===== src/rtl/mbp_pkg.sv =====
// Shared types, codes and helpers for the MIDI byte stream event parser.
// No dependencies; imported by mbp_decode and midi_byte_stream_event_parser.
package mbp_pkg;

  localparam int RING_DEPTH = 256;
  localparam int PTR_W      = $clog2(RING_DEPTH);

  typedef logic [PTR_W-1:0] ptr_t;
  typedef logic [7:0]       byte_t;
  typedef logic [1:0]       fill_t;   // queued bytes, at most three
  typedef logic [15:0]      bend_t;

  // status high nibble codes
  localparam logic [3:0] TYP_NOTE_OFF = 4'h8;
  localparam logic [3:0] TYP_NOTE_ON  = 4'h9;
  localparam logic [3:0] TYP_POLY     = 4'hA;
  localparam logic [3:0] TYP_CTRL     = 4'hB;
  localparam logic [3:0] TYP_PROG     = 4'hC;
  localparam logic [3:0] TYP_CHPRS    = 4'hD;
  localparam logic [3:0] TYP_BEND     = 4'hE;

  localparam byte_t CLOCK_BYTE = 8'hF8;

  // emitted event kinds
  localparam logic [1:0] KIND_NOTE_OFF = 2'd0;
  localparam logic [1:0] KIND_NOTE_ON  = 2'd1;
  localparam logic [1:0] KIND_BEND     = 2'd2;

  // verdict for one pass over the ring head
  typedef struct packed {
    logic       emit;
    logic       is_bend;
    logic [1:0] kind;
    logic [3:0] chan;
    byte_t      db1;
    byte_t      db2;
    bend_t      bend;
    fill_t      pops;
  } mbp_dec_t;

  // ring pointer advance, wraps at RING_DEPTH (inc stays below the depth)
  function automatic ptr_t ptr_add(ptr_t p, logic [1:0] inc);
    logic [PTR_W:0] s;
    s = {1'b0, p} + {{(PTR_W-1){1'b0}}, inc};
    if (s >= (PTR_W+1)'(RING_DEPTH)) begin
      s = s - (PTR_W+1)'(RING_DEPTH);
    end
    return s[PTR_W-1:0];
  endfunction

endpackage


===== src/rtl/mbp_ram.sv =====
// Generic single write port, single read port RAM with registered read.
// No dependencies.
module mbp_ram #(
  parameter int WIDTH = 8,
  parameter int DEPTH = 256
) (
  input  logic                     clk,
  input  logic                     we,
  input  logic [$clog2(DEPTH)-1:0] waddr,
  input  logic [WIDTH-1:0]         wdata,
  input  logic [$clog2(DEPTH)-1:0] raddr,
  output logic [WIDTH-1:0]         rdata
);

  logic [WIDTH-1:0] mem [DEPTH];

  always_ff @(posedge clk) begin
    if (we) begin
      mem[waddr] <= wdata;
    end
    rdata <= mem[raddr];
  end

endmodule


===== src/rtl/mbp_decode.sv =====
// Message framing decision over the three ring head bytes.
// Depends on mbp_pkg.
module mbp_decode (
  input  mbp_pkg::byte_t   h0,
  input  mbp_pkg::byte_t   h1,
  input  mbp_pkg::byte_t   h2,
  input  mbp_pkg::fill_t   fill_push,  // queued bytes including the new one
  output mbp_pkg::mbp_dec_t dec
);
  import mbp_pkg::*;

  logic [3:0] typ;
  logic       three;
  logic       two;
  logic       known;
  logic       msg;

  assign typ   = h0[7:4];
  assign three = typ inside {TYP_NOTE_OFF, TYP_NOTE_ON, TYP_POLY, TYP_CTRL, TYP_BEND};
  assign two   = typ inside {TYP_PROG, TYP_CHPRS};
  assign known = typ inside {TYP_NOTE_OFF, TYP_NOTE_ON, TYP_CHPRS, TYP_BEND};

  always_comb begin
    msg          = 1'b0;
    dec          = '0;
    dec.chan     = h0[3:0];
    dec.db1      = h1;
    dec.db2      = three ? h2 : 8'd0;
    dec.bend     = {8'd0, h1} + {1'b0, h2, 7'd0};
    if (three && fill_push == 2'd3) begin
      msg      = 1'b1;
      dec.pops = 2'd3;
    end else if (two && fill_push >= 2'd2) begin
      msg = 1'b1;
      // one byte left behind may be a clock byte
      dec.pops = (fill_push == 2'd3 && h2 == CLOCK_BYTE) ? 2'd3 : 2'd2;
    end else begin
      // clock skip, or drop an unusable head once three bytes wait
      dec.pops = (h0 == CLOCK_BYTE || (fill_push == 2'd3 && !known)) ? 2'd1 : 2'd0;
    end
    dec.emit    = msg && (typ inside {TYP_NOTE_OFF, TYP_NOTE_ON, TYP_BEND});
    dec.is_bend = msg && (typ == TYP_BEND);
    case (typ)
      TYP_NOTE_ON: dec.kind = KIND_NOTE_ON;
      TYP_BEND:    dec.kind = KIND_BEND;
      default:     dec.kind = KIND_NOTE_OFF;
    endcase
  end

endmodule


===== src/rtl/midi_byte_stream_event_parser.sv =====
// Top level of the MIDI byte stream event parser: sequencer, ring RAM, result register.
// Depends on mbp_pkg, mbp_ram and mbp_decode.
//
//  channel | dir | tdata (low bit up)                              | tuser
//  --------+-----+-------------------------------------------------+-----------
//  in_     | in  | midi_byte[7:0]                                  | suppress
//  out_    | out | channel[3:0] note[11:4] velocity[19:12] bend[35:20] | event_kind
//
// For each stored byte, head reads at rp, rp+1, rp+2 go out one per cycle on the single
// RAM read port; the next request is taken in the cycle the third byte lands, unless the
// commit waits. A request with suppress set is accepted and changes nothing.
// Reset (rst_n low, synchronous) empties the ring by clearing pointers and fill count;
// the RAM itself is not cleared.
// The finishing cycle waits only when an event is due and the result register is still
// full; in idle the input side stays open while a result waits in that register.
module midi_byte_stream_event_parser (
  input  logic        clk,
  input  logic        rst_n,
  input  logic        in_tvalid,
  output logic        in_tready,
  input  logic [7:0]  in_tdata,   // midi_byte[7:0]
  input  logic        in_tuser,   // suppress
  output logic        out_tvalid,
  input  logic        out_tready,
  output logic [39:0] out_tdata,  // channel, note_number, velocity, bend_value, zero pad
  output logic [1:0]  out_tuser   // event_kind
);
  import mbp_pkg::*;

  localparam logic [1:0] ST_IDLE = 2'd0;
  localparam logic [1:0] ST_H0   = 2'd1;  // head byte arriving
  localparam logic [1:0] ST_H1   = 2'd2;  // second byte arriving
  localparam logic [1:0] ST_FIN  = 2'd3;  // third byte arriving, decide and commit

  logic [1:0] st_r, st_nxt;
  ptr_t       rp_r, rp_nxt;
  ptr_t       wp_r, wp_nxt;
  fill_t      fill_r, fill_nxt;    // queued bytes before the request in flight
  bend_t      last_bend_r, last_bend_nxt;
  byte_t      byte_r;              // the byte in flight, for forwarding
  byte_t      h0_r, h1_r;
  byte_t      h0_fwd, h1_fwd, h2_fwd;

  logic       out_valid_r;
  logic [1:0] out_kind_r;
  logic [3:0] out_chan_r;
  byte_t      out_db1_r, out_db2_r;
  bend_t      out_bend_r;

  byte_t      ram_rdata;
  ptr_t       ram_raddr;
  logic       in_acc;
  logic       push;
  logic       slot_free;
  logic       fin_ok;
  fill_t      fill_push;
  mbp_dec_t   dec;

  assign fill_push = fill_r + 2'd1;
  assign slot_free = !out_valid_r || out_tready;
  assign fin_ok    = !dec.emit || slot_free;
  assign in_tready = (st_r == ST_IDLE) || (st_r == ST_FIN && fin_ok);
  assign in_acc    = in_tvalid && in_tready;
  assign push      = in_acc && !in_tuser;

  // The slot at index fill_r holds the byte in flight; its RAM read may predate the write.
  assign h0_fwd = (fill_r == 2'd0) ? byte_r : h0_r;
  assign h1_fwd = (fill_r == 2'd1) ? byte_r : h1_r;
  assign h2_fwd = (fill_r == 2'd2) ? byte_r : ram_rdata;

  mbp_decode u_decode (
    .h0        (h0_fwd),
    .h1        (h1_fwd),
    .h2        (h2_fwd),
    .fill_push (fill_push),
    .dec       (dec)
  );

  // read address: head at accept, then head+1 and head+2;
  // the head+2 read is held while the commit waits on the result register
  always_comb begin
    case (st_r)
      ST_H0:   ram_raddr = ptr_add(rp_r, 2'd1);
      ST_H1:   ram_raddr = ptr_add(rp_r, 2'd2);
      ST_FIN:  ram_raddr = fin_ok ? rp_nxt : ptr_add(rp_r, 2'd2);
      default: ram_raddr = rp_r;
    endcase
  end

  mbp_ram #(
    .WIDTH (8),
    .DEPTH (RING_DEPTH)
  ) u_ring (
    .clk   (clk),
    .we    (push),
    .waddr (wp_r),
    .wdata (in_tdata),
    .raddr (ram_raddr),
    .rdata (ram_rdata)
  );

  always_comb begin
    st_nxt        = st_r;
    rp_nxt        = rp_r;
    wp_nxt        = push ? ptr_add(wp_r, 2'd1) : wp_r;
    fill_nxt      = fill_r;
    last_bend_nxt = last_bend_r;
    case (st_r)
      ST_IDLE: begin
        if (push) begin
          st_nxt = ST_H0;
        end
      end
      ST_H0:   st_nxt = ST_H1;
      ST_H1:   st_nxt = ST_FIN;
      ST_FIN: begin
        if (fin_ok) begin
          rp_nxt   = ptr_add(rp_r, dec.pops);
          fill_nxt = fill_push - dec.pops;
          if (dec.is_bend) begin
            last_bend_nxt = dec.bend;
          end
          st_nxt = push ? ST_H0 : ST_IDLE;
        end
      end
      default: st_nxt = ST_IDLE;
    endcase
  end

  always_ff @(posedge clk) begin
    if (!rst_n) begin
      st_r        <= ST_IDLE;
      rp_r        <= '0;
      wp_r        <= '0;
      fill_r      <= '0;
      last_bend_r <= '0;
      out_valid_r <= 1'b0;
    end else begin
      st_r        <= st_nxt;
      rp_r        <= rp_nxt;
      wp_r        <= wp_nxt;
      fill_r      <= fill_nxt;
      last_bend_r <= last_bend_nxt;
      if (st_r == ST_FIN && fin_ok && dec.emit) begin
        out_valid_r <= 1'b1;
      end else if (out_tready) begin
        out_valid_r <= 1'b0;
      end
    end
  end

  // payload registers
  always_ff @(posedge clk) begin
    if (push) begin
      byte_r <= in_tdata;
    end
    if (st_r == ST_H0) begin
      h0_r <= ram_rdata;
    end
    if (st_r == ST_H1) begin
      h1_r <= ram_rdata;
    end
    if (st_r == ST_FIN && fin_ok && dec.emit) begin
      out_kind_r <= dec.kind;
      out_chan_r <= dec.chan;
      out_db1_r  <= dec.db1;
      out_db2_r  <= dec.db2;
      out_bend_r <= dec.is_bend ? dec.bend : last_bend_r;
    end
  end

  assign out_tvalid = out_valid_r;
  assign out_tuser  = out_kind_r;
  assign out_tdata  = {4'd0, out_bend_r, out_db2_r, out_db1_r, out_chan_r};

  // the ring never holds more than two bytes between requests
  a_fill_max: assert property (@(posedge clk) disable iff (!rst_n)
    fill_r != 2'd3)
    else $error("ring fill exceeds two between requests");

  // pointers agree with the fill count while idle
  a_ptr_fill: assert property (@(posedge clk) disable iff (!rst_n)
    (st_r == ST_IDLE) |-> (ptr_add(rp_r, fill_r) == wp_r))
    else $error("read/write pointers disagree with fill count");

  // a decision never pops more than is queued
  a_pop_bound: assert property (@(posedge clk) disable iff (!rst_n)
    (st_r == ST_FIN) |-> (dec.pops <= fill_push))
    else $error("pop count exceeds queued bytes");

  // a committed event shows up in the result register
  a_emit_lands: assert property (@(posedge clk) disable iff (!rst_n)
    (st_r == ST_FIN && fin_ok && dec.emit) |=> out_valid_r)
    else $error("committed event not presented");

endmodule

===== config.mk =====
export PLATFORM = sky130hd
export DESIGN_NAME = midi_byte_stream_event_parser
export DESIGN_NICKNAME = d
export VERILOG_FILES = /design/src/rtl/mbp_pkg.sv /design/src/rtl/mbp_ram.sv /design/src/rtl/mbp_decode.sv /design/src/rtl/midi_byte_stream_event_parser.sv
export SDC_FILE = /design/constraint.sdc
export NUM_CORES = 2
export LEC_CHECK = 0
export ABC_CLOCK_PERIOD_IN_PS = 6030
export BUFFER_PORTS_ARGS = -buffer_cell sky130_fd_sc_hd__buf_2
export CORE_AREA = 2 2 495 300
export CTS_CLUSTER_SIZE = 30
export DETAILED_ROUTE_END_ITERATION = 8
export DIE_AREA = 0 0 497 302
export PLACE_DENSITY_LB_ADDON = 0.25
export SETUP_SLACK_MARGIN = 0.15
export SLEW_MARGIN = 25
export SYNTH_ARGS = -nofsm -noshare
export SYNTH_HDL_FRONTEND = slang
export SYNTH_SLANG_ARGS = --single-unit

===== constraint.sdc =====
create_clock -name clk -period 6.03 [get_ports clk]
set_input_delay 0.3015 -clock clk [delete_from_list [all_inputs] [get_ports clk]]
set_output_delay 0.3015 -clock clk [all_outputs]
set_load 0.05 [all_outputs]

# --- After elaboration in Yosys (flattened, before gate mapping) ---
# Memory sizes are Yosys's and may differ from the RTL's. A register that Yosys moved wholly into a read port is not among the register bits.
# Index checks and enable logic that the tools add are counted.
totals:
  register_bits: 99
  latchBits: 0
  mem_bits_rw: 2048
  mem_bits_ro: 0
  inputBits: 13
  out_inout_bits: 44
  wordCells: 102
  memories: 1
memory_table:
  columns: ["name", "words", "word_bits", "read_ports", "rd_clocked_by_memory_dff", "wr", "line_no", "text"]
  rows:
  - ["u_ring.mem", 256, 8, 1, 1, 1, "mbp_ram.sv:15", "logic [WIDTH-1:0] mem [DEPTH];"]
op_classes:
  add_sub_neg: 11
  n_mul: 0
  div: 0
  order_cmp: 5
  n_eq_ne: 17
  n_shift: 0
  n_mux: 27
  bitwise_logic: 0
  reduce_logical: 27
op_table:
  columns: ["operator", "count"]
  rows:
  - ["$mux 8", 10]
  - ["$ge 9x9->1 const B", 4]
  - ["$sub 8x1->8 const B", 4]
  - ["$eq 4x4->1 const B", 7]
  - ["$pmux 8 s3", 1]
  - ["$add 8x1->9 const B", 2]
  - ["$add 8x15->16", 1]
  - ["$eq 8x8->1 const B", 2]
  - ["$mux 16", 1]
  - ["$logic_and 1x1->1", 10]
  - ["$add 8x2->9", 1]
  - ["$add 8x2->9 const B", 1]
  - ["$mux 1", 9]
  - ["$eq 2x2->1 const B", 4]
  - ["$mux 2", 4]
  - ["$pmux 2 s4", 1]
  - ["$reduce_bool 5->1", 1]
  - ["$eq 2x1->1 const B", 2]
  - ["$logic_not 1->1", 4]
  - ["$logic_not 2->1", 2]
  - ["$logic_or 1x1->1", 4]
  - ["$ne 2x2->1 const B", 2]
  - ["$pmux 2 s2", 1]
  - ["$reduce_and 2->1", 2]
  - ["other kinds (6)", 7]

# --- Depth between registers and ports, before layout ---
depth:
  word_depth: 17
  depth_mapped: 25
  depth_no_buf: 20

# --- By module ---
# Synthesis repeated with hierarchy kept, for this count alone.
unflattened:
  cells_unflattened: 4203
  hier_area_um2: 84622.4
modules_own_cells:
  columns: ["module", "instances", "cells_each", "area_per_inst_um2", "seq_area_each_um2"]
  rows:
  - ["mbp_ram", 1, 3733, 79556.3, 61659.1]
  - ["midi_byte_stream_event_parser", 1, 403, 4609.4, 2602.5]
  - ["mbp_decode", 1, 67, 456.7, 0.0]

# --- Least setup slack after synthesis ---
# No wires, ideal clock.
synth_timing:
  path_type: "register -> register"
  startpoint: "register fill_r[0]"
  endpoint: "register u_ring.rdata[5], read port of u_ring.mem"
  setup_ns: 0.140
  arrival_time_ns: 5.286
  t_required_ns: 5.890
  slack_ns: 0.604
  path_stages_with_launch: 22
  n_path_buf: 4
  synth_period_minus_slack_ns: 5.426
  cell_sequence: "dfxtp_1 -> inv_1 -> ha_1 -> clkbuf_1 -> buf_1 -> mux2_2 -> nor4_1 -> a31oi_1 -> nor2_1 -> ha_1 -> fa_1 -> and3_1 -> buf_1 -> a211o_2 -> buf_6 -> mux4_2 -> mux2i_1 -> nor3_1 -> or4_1 -> or4_1 -> nor4_2 -> nand4_1"
synth_via:
  word_cells_on_any_way: 43
  cone_classes: "3 x add/sub; 2 x order compare; 11 x eq/ne; 13 x mux; 14 x reduce/logical"
synth_lines:
  columns: ["element", "line_no", "text"]
  rows:
  - ["start: declaration", "midi_byte_stream_event_parser.sv:38", "fill_t fill_r, fill_nxt;"]
  - ["start signal: assignment", "midi_byte_stream_event_parser.sv:142", "fill_r <= fill_nxt;"]
  - ["$eq 2x2->1 (*)", "midi_byte_stream_event_parser.sv:69", "assign h2_fwd = (fill_r == 2'd2) ? byte_r : ram_rdata;"]
  - ["$mux 8 (*)", "midi_byte_stream_event_parser.sv:69", null]
  - ["named net h2_fwd[1]", "midi_byte_stream_event_parser.sv:42", "byte_t h0_fwd, h1_fwd, h2_fwd;"]
  - ["$eq 8x8->1 (*)", "mbp_decode.sv:36", "dec.pops = (fill_push == 2'd3 && h2 == CLOCK_BYTE) ? 2'd3 : 2'd2;"]
  - ["$logic_and 1x1->1 (*)", "mbp_decode.sv:36", null]
  - ["$mux 1 (*)", "mbp_decode.sv:36", null]
  - ["$mux 2 (*)", "mbp_decode.sv:33", "end else if (two && fill_push >= 2'd2) begin"]
  - ["$mux 2 (*)", "mbp_decode.sv:30", "if (three && fill_push == 2'd3) begin"]
  - ["$add 8x2->9 (*)", "mbp_pkg.sv:44", "s = {1'b0, p} + {{(PTR_W-1){1'b0}}, inc};"]
  - ["$sub 8x1->8 or $ge 9x9->1 (tied branches)", "mbp_pkg.sv:46, mbp_pkg.sv:45", null]
  - ["$mux 8 (*)", "mbp_pkg.sv:45", "if (s >= (PTR_W+1)'(RING_DEPTH)) begin"]
  - ["$mux 8 (*)", "midi_byte_stream_event_parser.sv:117", "if (fin_ok) begin"]
  - ["$mux 8 (*)", "midi_byte_stream_event_parser.sv:108", "case (st_r)"]
  - ["$mux 8 (*)", "midi_byte_stream_event_parser.sv:85", "ST_FIN: ram_raddr = fin_ok ? rp_nxt : ptr_add(rp_r, 2'd2);"]
  - ["$pmux 8 s3 (*)", "midi_byte_stream_event_parser.sv:82", "case (st_r)"]
  - ["end: declaration", "mbp_ram.sv:12", "output logic [WIDTH-1:0] rdata"]
# Mark *: on every way through the listed nets, which the timed path passes. The rest lies on a longest branch.
# A chain may end at the register's enable or synchronous reset.

# --- Final worst setup path ---
layout_timing:
  startpoint: "register fill_r[0]"
  endpoint: "register u_ring.rdata[7], read port of u_ring.mem"
layout_via:
  elab_chain_cells: 17
  word_cells_on_any_way: 43
  cone_classes: "3 x add/sub; 2 x order compare; 11 x eq/ne; 13 x mux; 14 x reduce/logical"
layout_rtl:
  columns: ["element", "line_no", "text"]
  rows:
  - ["$logic_not 2->1", "midi_byte_stream_event_parser.sv:67", "assign h0_fwd = (fill_r == 2'd0) ? byte_r : h0_r;"]
  - ["$mux 8", "midi_byte_stream_event_parser.sv:67", null]
  - ["$eq 4x4->1 (on tied branches)", null, null]
  - ["$reduce_bool 4->1", "mbp_decode.sv:21", "assign known = typ inside {TYP_NOTE_OFF, TYP_NOTE_ON, TYP_CHPRS, TYP_BEND};"]
  - ["$logic_not 1->1", "mbp_decode.sv:39", "dec.pops = (h0 == CLOCK_BYTE || (fill_push == 2'd3 && !known)) ? 2'd1 : 2'd0;"]
  - ["$logic_and 1x1->1", "mbp_decode.sv:39", null]
  - ["$logic_or 1x1->1", "mbp_decode.sv:39", null]
  - ["$mux 1", "mbp_decode.sv:39", null]
  - ["$mux 2", "mbp_decode.sv:33", null]
  - ["$mux 2", "mbp_decode.sv:30", null]
  - ["$add 8x2->9", "mbp_pkg.sv:44", null]
  - ["$sub 8x1->8 or $ge 9x9->1 (tied branches)", "mbp_pkg.sv:46, mbp_pkg.sv:45", null]
  - ["$mux 8", "mbp_pkg.sv:45", null]
  - ["$mux 8", "midi_byte_stream_event_parser.sv:117", null]
  - ["$mux 8", "midi_byte_stream_event_parser.sv:108", null]
  - ["$mux 8 (*)", "midi_byte_stream_event_parser.sv:85", null]
  - ["$pmux 8 s3 (*)", "midi_byte_stream_event_parser.sv:82", null]
# Mark *: on every way between the ends. The rest lies on a longest branch, timed or not.

==> summary.txt <==
I/O pin cnt: 57
worst hold slack: 0.1027 ns
Placed Area: 91710 sq um
measured slew at the worst slew-check pin: 1.221 ns
Synth cell types: 77
sequential share of the synthesized area: 0.7385
vias per inst: 6.533
crit path time final: 5.783 ns
Core Rows: 109
Post-synth ARST share: 0
total die area: 150100 sq um
clock sink total: 2155
largest net degree at the start of global routing: 173
via count: 58500
Compound-Gate Fraction of Synth Area: 0.04241
CTS root buf: clkbuf_16
Clock Tree Buf Depth: 3
synthesized area per cell: 13.15 sq um
max_cap viols: 0
most frequent cell after synthesis: edfxtp_1
total CTS buffers: 184
initial drt markers: 10790
first-pass GRT wire length: 372.8 mm
global placer's final weighted congestion: 1.019
routed wire length: 259.3 mm
drt first pass iters: 7
Post-Synth XOR/XNOR Area: 0.001812
Fin. Hold Viols: 0
clock latency at the later pin of the worst-skew pair: 0.84 ns
Area growth syn-to-layout: 12.57%
main flop type after synthesis: edfxtp_1
Reg-to-Reg Start: fill_r[0]
Max rail drop VDD: 0.3107 mV
TritonCTS clock tree: built
synth cell count leaders: 2110 x edfxtp_1, 1844 x nand2_1, 836 x nand3_1
vias in the first global route: 53260
post-synthesis mux area share: 0.03081
FF-to-FF path depth: 21
DRC Markers: 0
WS Path Type: reg -> reg
Yosys top cell area share: 0.7281
Slew HR: 0.1843
CP Capture Type: register
Cells after Synth: 6617
min-delay worst type: in -> reg
Worst Path Max Fanout: 41
per-cell routed wire length: 28.96 um
Final ANT Viol Nets: 0
Post-Layout Inst Area: 97960 sq um
top post-synthesis cells by area: edfxtp_1 73%, nand2_1 8.0%, nand3_1 4.8%
Crit path required time: 6.74 ns
# port buffers: 52
Pleak: 0.03396 uW
Startpoint Class: register
outcome: completed
R2R Path End: u_ring.rdata[7]
WHS Path Cells: 1
mapped cell area: 87020 sq um
post-synthesis sequential element count: 2155
area leader, netlist: edfxtp_1
total global-route track usage: 0.3421
# setup viols final: 0
Final Net Count: 6884
dpl hpwl: 164.5 mm
global route total overflow: 0
Die H: 302 um
clock skew: 0.03706 ns
Reg2Reg Setup Slack: 0.25 ns
PwrDens: 419.2 nW/um^2
Max Freq: 172.9 MHz
H-tree Lvls: 4
Ys Warns: 0
worst setup margin: 0.2471 ns
Die X: 497 um
RSZ-0062 raised after global routing: false
EDFF count, synth: 2110
Post-Layout Cell Count: 8955
largest family of logic cells by synthesized area: simple AND/OR/NAND/NOR gates
starting density of the core: 0.5958
max-slew violations: 0
share of layout cells above drive strength 1: 0.1208
simple-gate portion of the synthesized area: 0.1592
Post-Place Worst Slack: -0.008165 ns
Worst EP arrival: 6.49 ns
Post-Synth Adder-Cell Area: 0.002818
initial antenna violation count: 16
HP Start: in_tdata[0]
Worst Hold Endpoint: u_ring.mem[8][0]
core area: 146100 sq um
clock slew seen by the registers of the worst setup and hold paths: 0.07 ns
Inst Count DP: 8599
Final Util: 0.6707
Final Cycle Share: 0.9590
worst max-delay path: stages (launching register included):
cell	delay (ns)
dfxtp_1	0.39
inv_1	0.11
ha_4	0.23
mux2i_1	0.15
or3_1	0.42
nor2_1	0.18
a31oi_1	0.11
nor2_1	0.19
ha_1	0.22
fa_1	0.45
and3_1	0.28
a211o_4	0.47
buf_12	0.21
buf_12	0.19
nand2_1	0.09
nand3_1	0.08
nand3_1	0.28
a21oi_1	0.23
buf_4	0.20
or4_1	0.68
nor4_2	0.34
nand4_1	0.13
sequential cells by signal (all words and copies together), names as in the netlist:
register	flops
out_tvalid	1
u_ring.mem	2048
st_r	2
out_db1_r	8
rp_r	8
byte_r	8
h0_r	8
last_bend_r	16
out_db2_r	8
h1_r	8
wp_r	8
u_ring.rdata	8
out_chan_r	4
out_tuser	2
out_bend_r	16
fill_r	2
how the worst max path moves through the flow:
stage                    from         endpoint  depth (start not counted)
finish              fill_r[0]  u_ring.rdata[7]                         21
CTS                 fill_r[0]  u_ring.rdata[7]                         20
detailed placement  fill_r[0]  u_ring.rdata[6]                         22
global placement    fill_r[0]  u_ring.rdata[2]                         19
floorplan           fill_r[0]  u_ring.rdata[5]                         21
global route        fill_r[0]  u_ring.rdata[5]                         18
routing by layer:
layer,part of all wire,GRT usage,wire length [um]
met1,0.39,0.5145,101000
met2,0.41,0.4531,105000
met3,0.17,0.1300,43560
met4,0.037,0.1260,9658
met5,0.00023,0.0006124,59
cell families after synthesis:
family	after synthesis
adders and majority gates	19
buffers and inverters	463
AOI/OAI and AO/OA	535
muxes	190
xor gates and xnor gates	18
and+or+nand+nor	3236
DFF	2155
other	1
repair_timing:
action	4_1_cts	5_1_grt
setup buffers	1	5
hold buffers	3	0
endpoints found under the setup margin	5	8
pin swaps	0	2
endpoints found under the hold margin	4	0
gates resized for setup	4	20
cells in the final DEF, fill, tap and decap left out, types with 10 or more instances in the layout:
cell	n
or4_1	15
clkinv_2	29
inv_1	29
buf_2	44
o22ai_1	51
mux2i_1	113
nor3_1	20
a311oi_1	125
clkbuf_16	191
mux2_2	12
nor4_1	24
and3_1	125
a21oi_1	125
a31oi_1	98
clkbuf_1	36
xnor2_1	11
nor2_1	307
a2111oi_0	10
nand4_1	22
dfxtp_1	45
ha_1	16
mux4_2	60
edfxtp_1	2110
clkinv_1	53
a211oi_1	17
buf_12	61
nand3_1	835
o21ai_0	27
bufinv_16	18
nand2_1	1843
buf_4	362
power by group:
| part | switching (uW) | leakage, uW | total (uW) | internal (uW) |
|---|---|---|---|---|
| combinational | 8340 | 0.0117 | 12400 | 4020 |
| sequential | 107 | 0.0193 | 16700 | 16600 |
| clock | 5450 | 0.00292 | 12000 | 6580 |
| total | 13900 | 0.0340 | 41100 | 27200 |
stage by stage:
stage	total power (uW)	setup TNS, ns
after floorplan	24240	0
after global placement	28680	-0.2766
after detailed placement	28850	-0.008165
after CTS	40670	0
after global routing	42410	0
final	41060	0
cell type report:
| type | count | area, sq um |
|---|---|---|
| well taps | 1942 | 2430 |
| diodes | 3 | 7.507 |
| inverters | 31 | 116.4 |
| multi-input cells | 4002 | 20860 |
| repair buffers | 478 | 4299 |
| fillers | 10000 | 48100 |
| clock buffers | 227 | 4915 |
| flip-flops and latches | 2155 | 64260 |
| clock inverters | 117 | 1077 |
(Power assumes the default switching activity.)
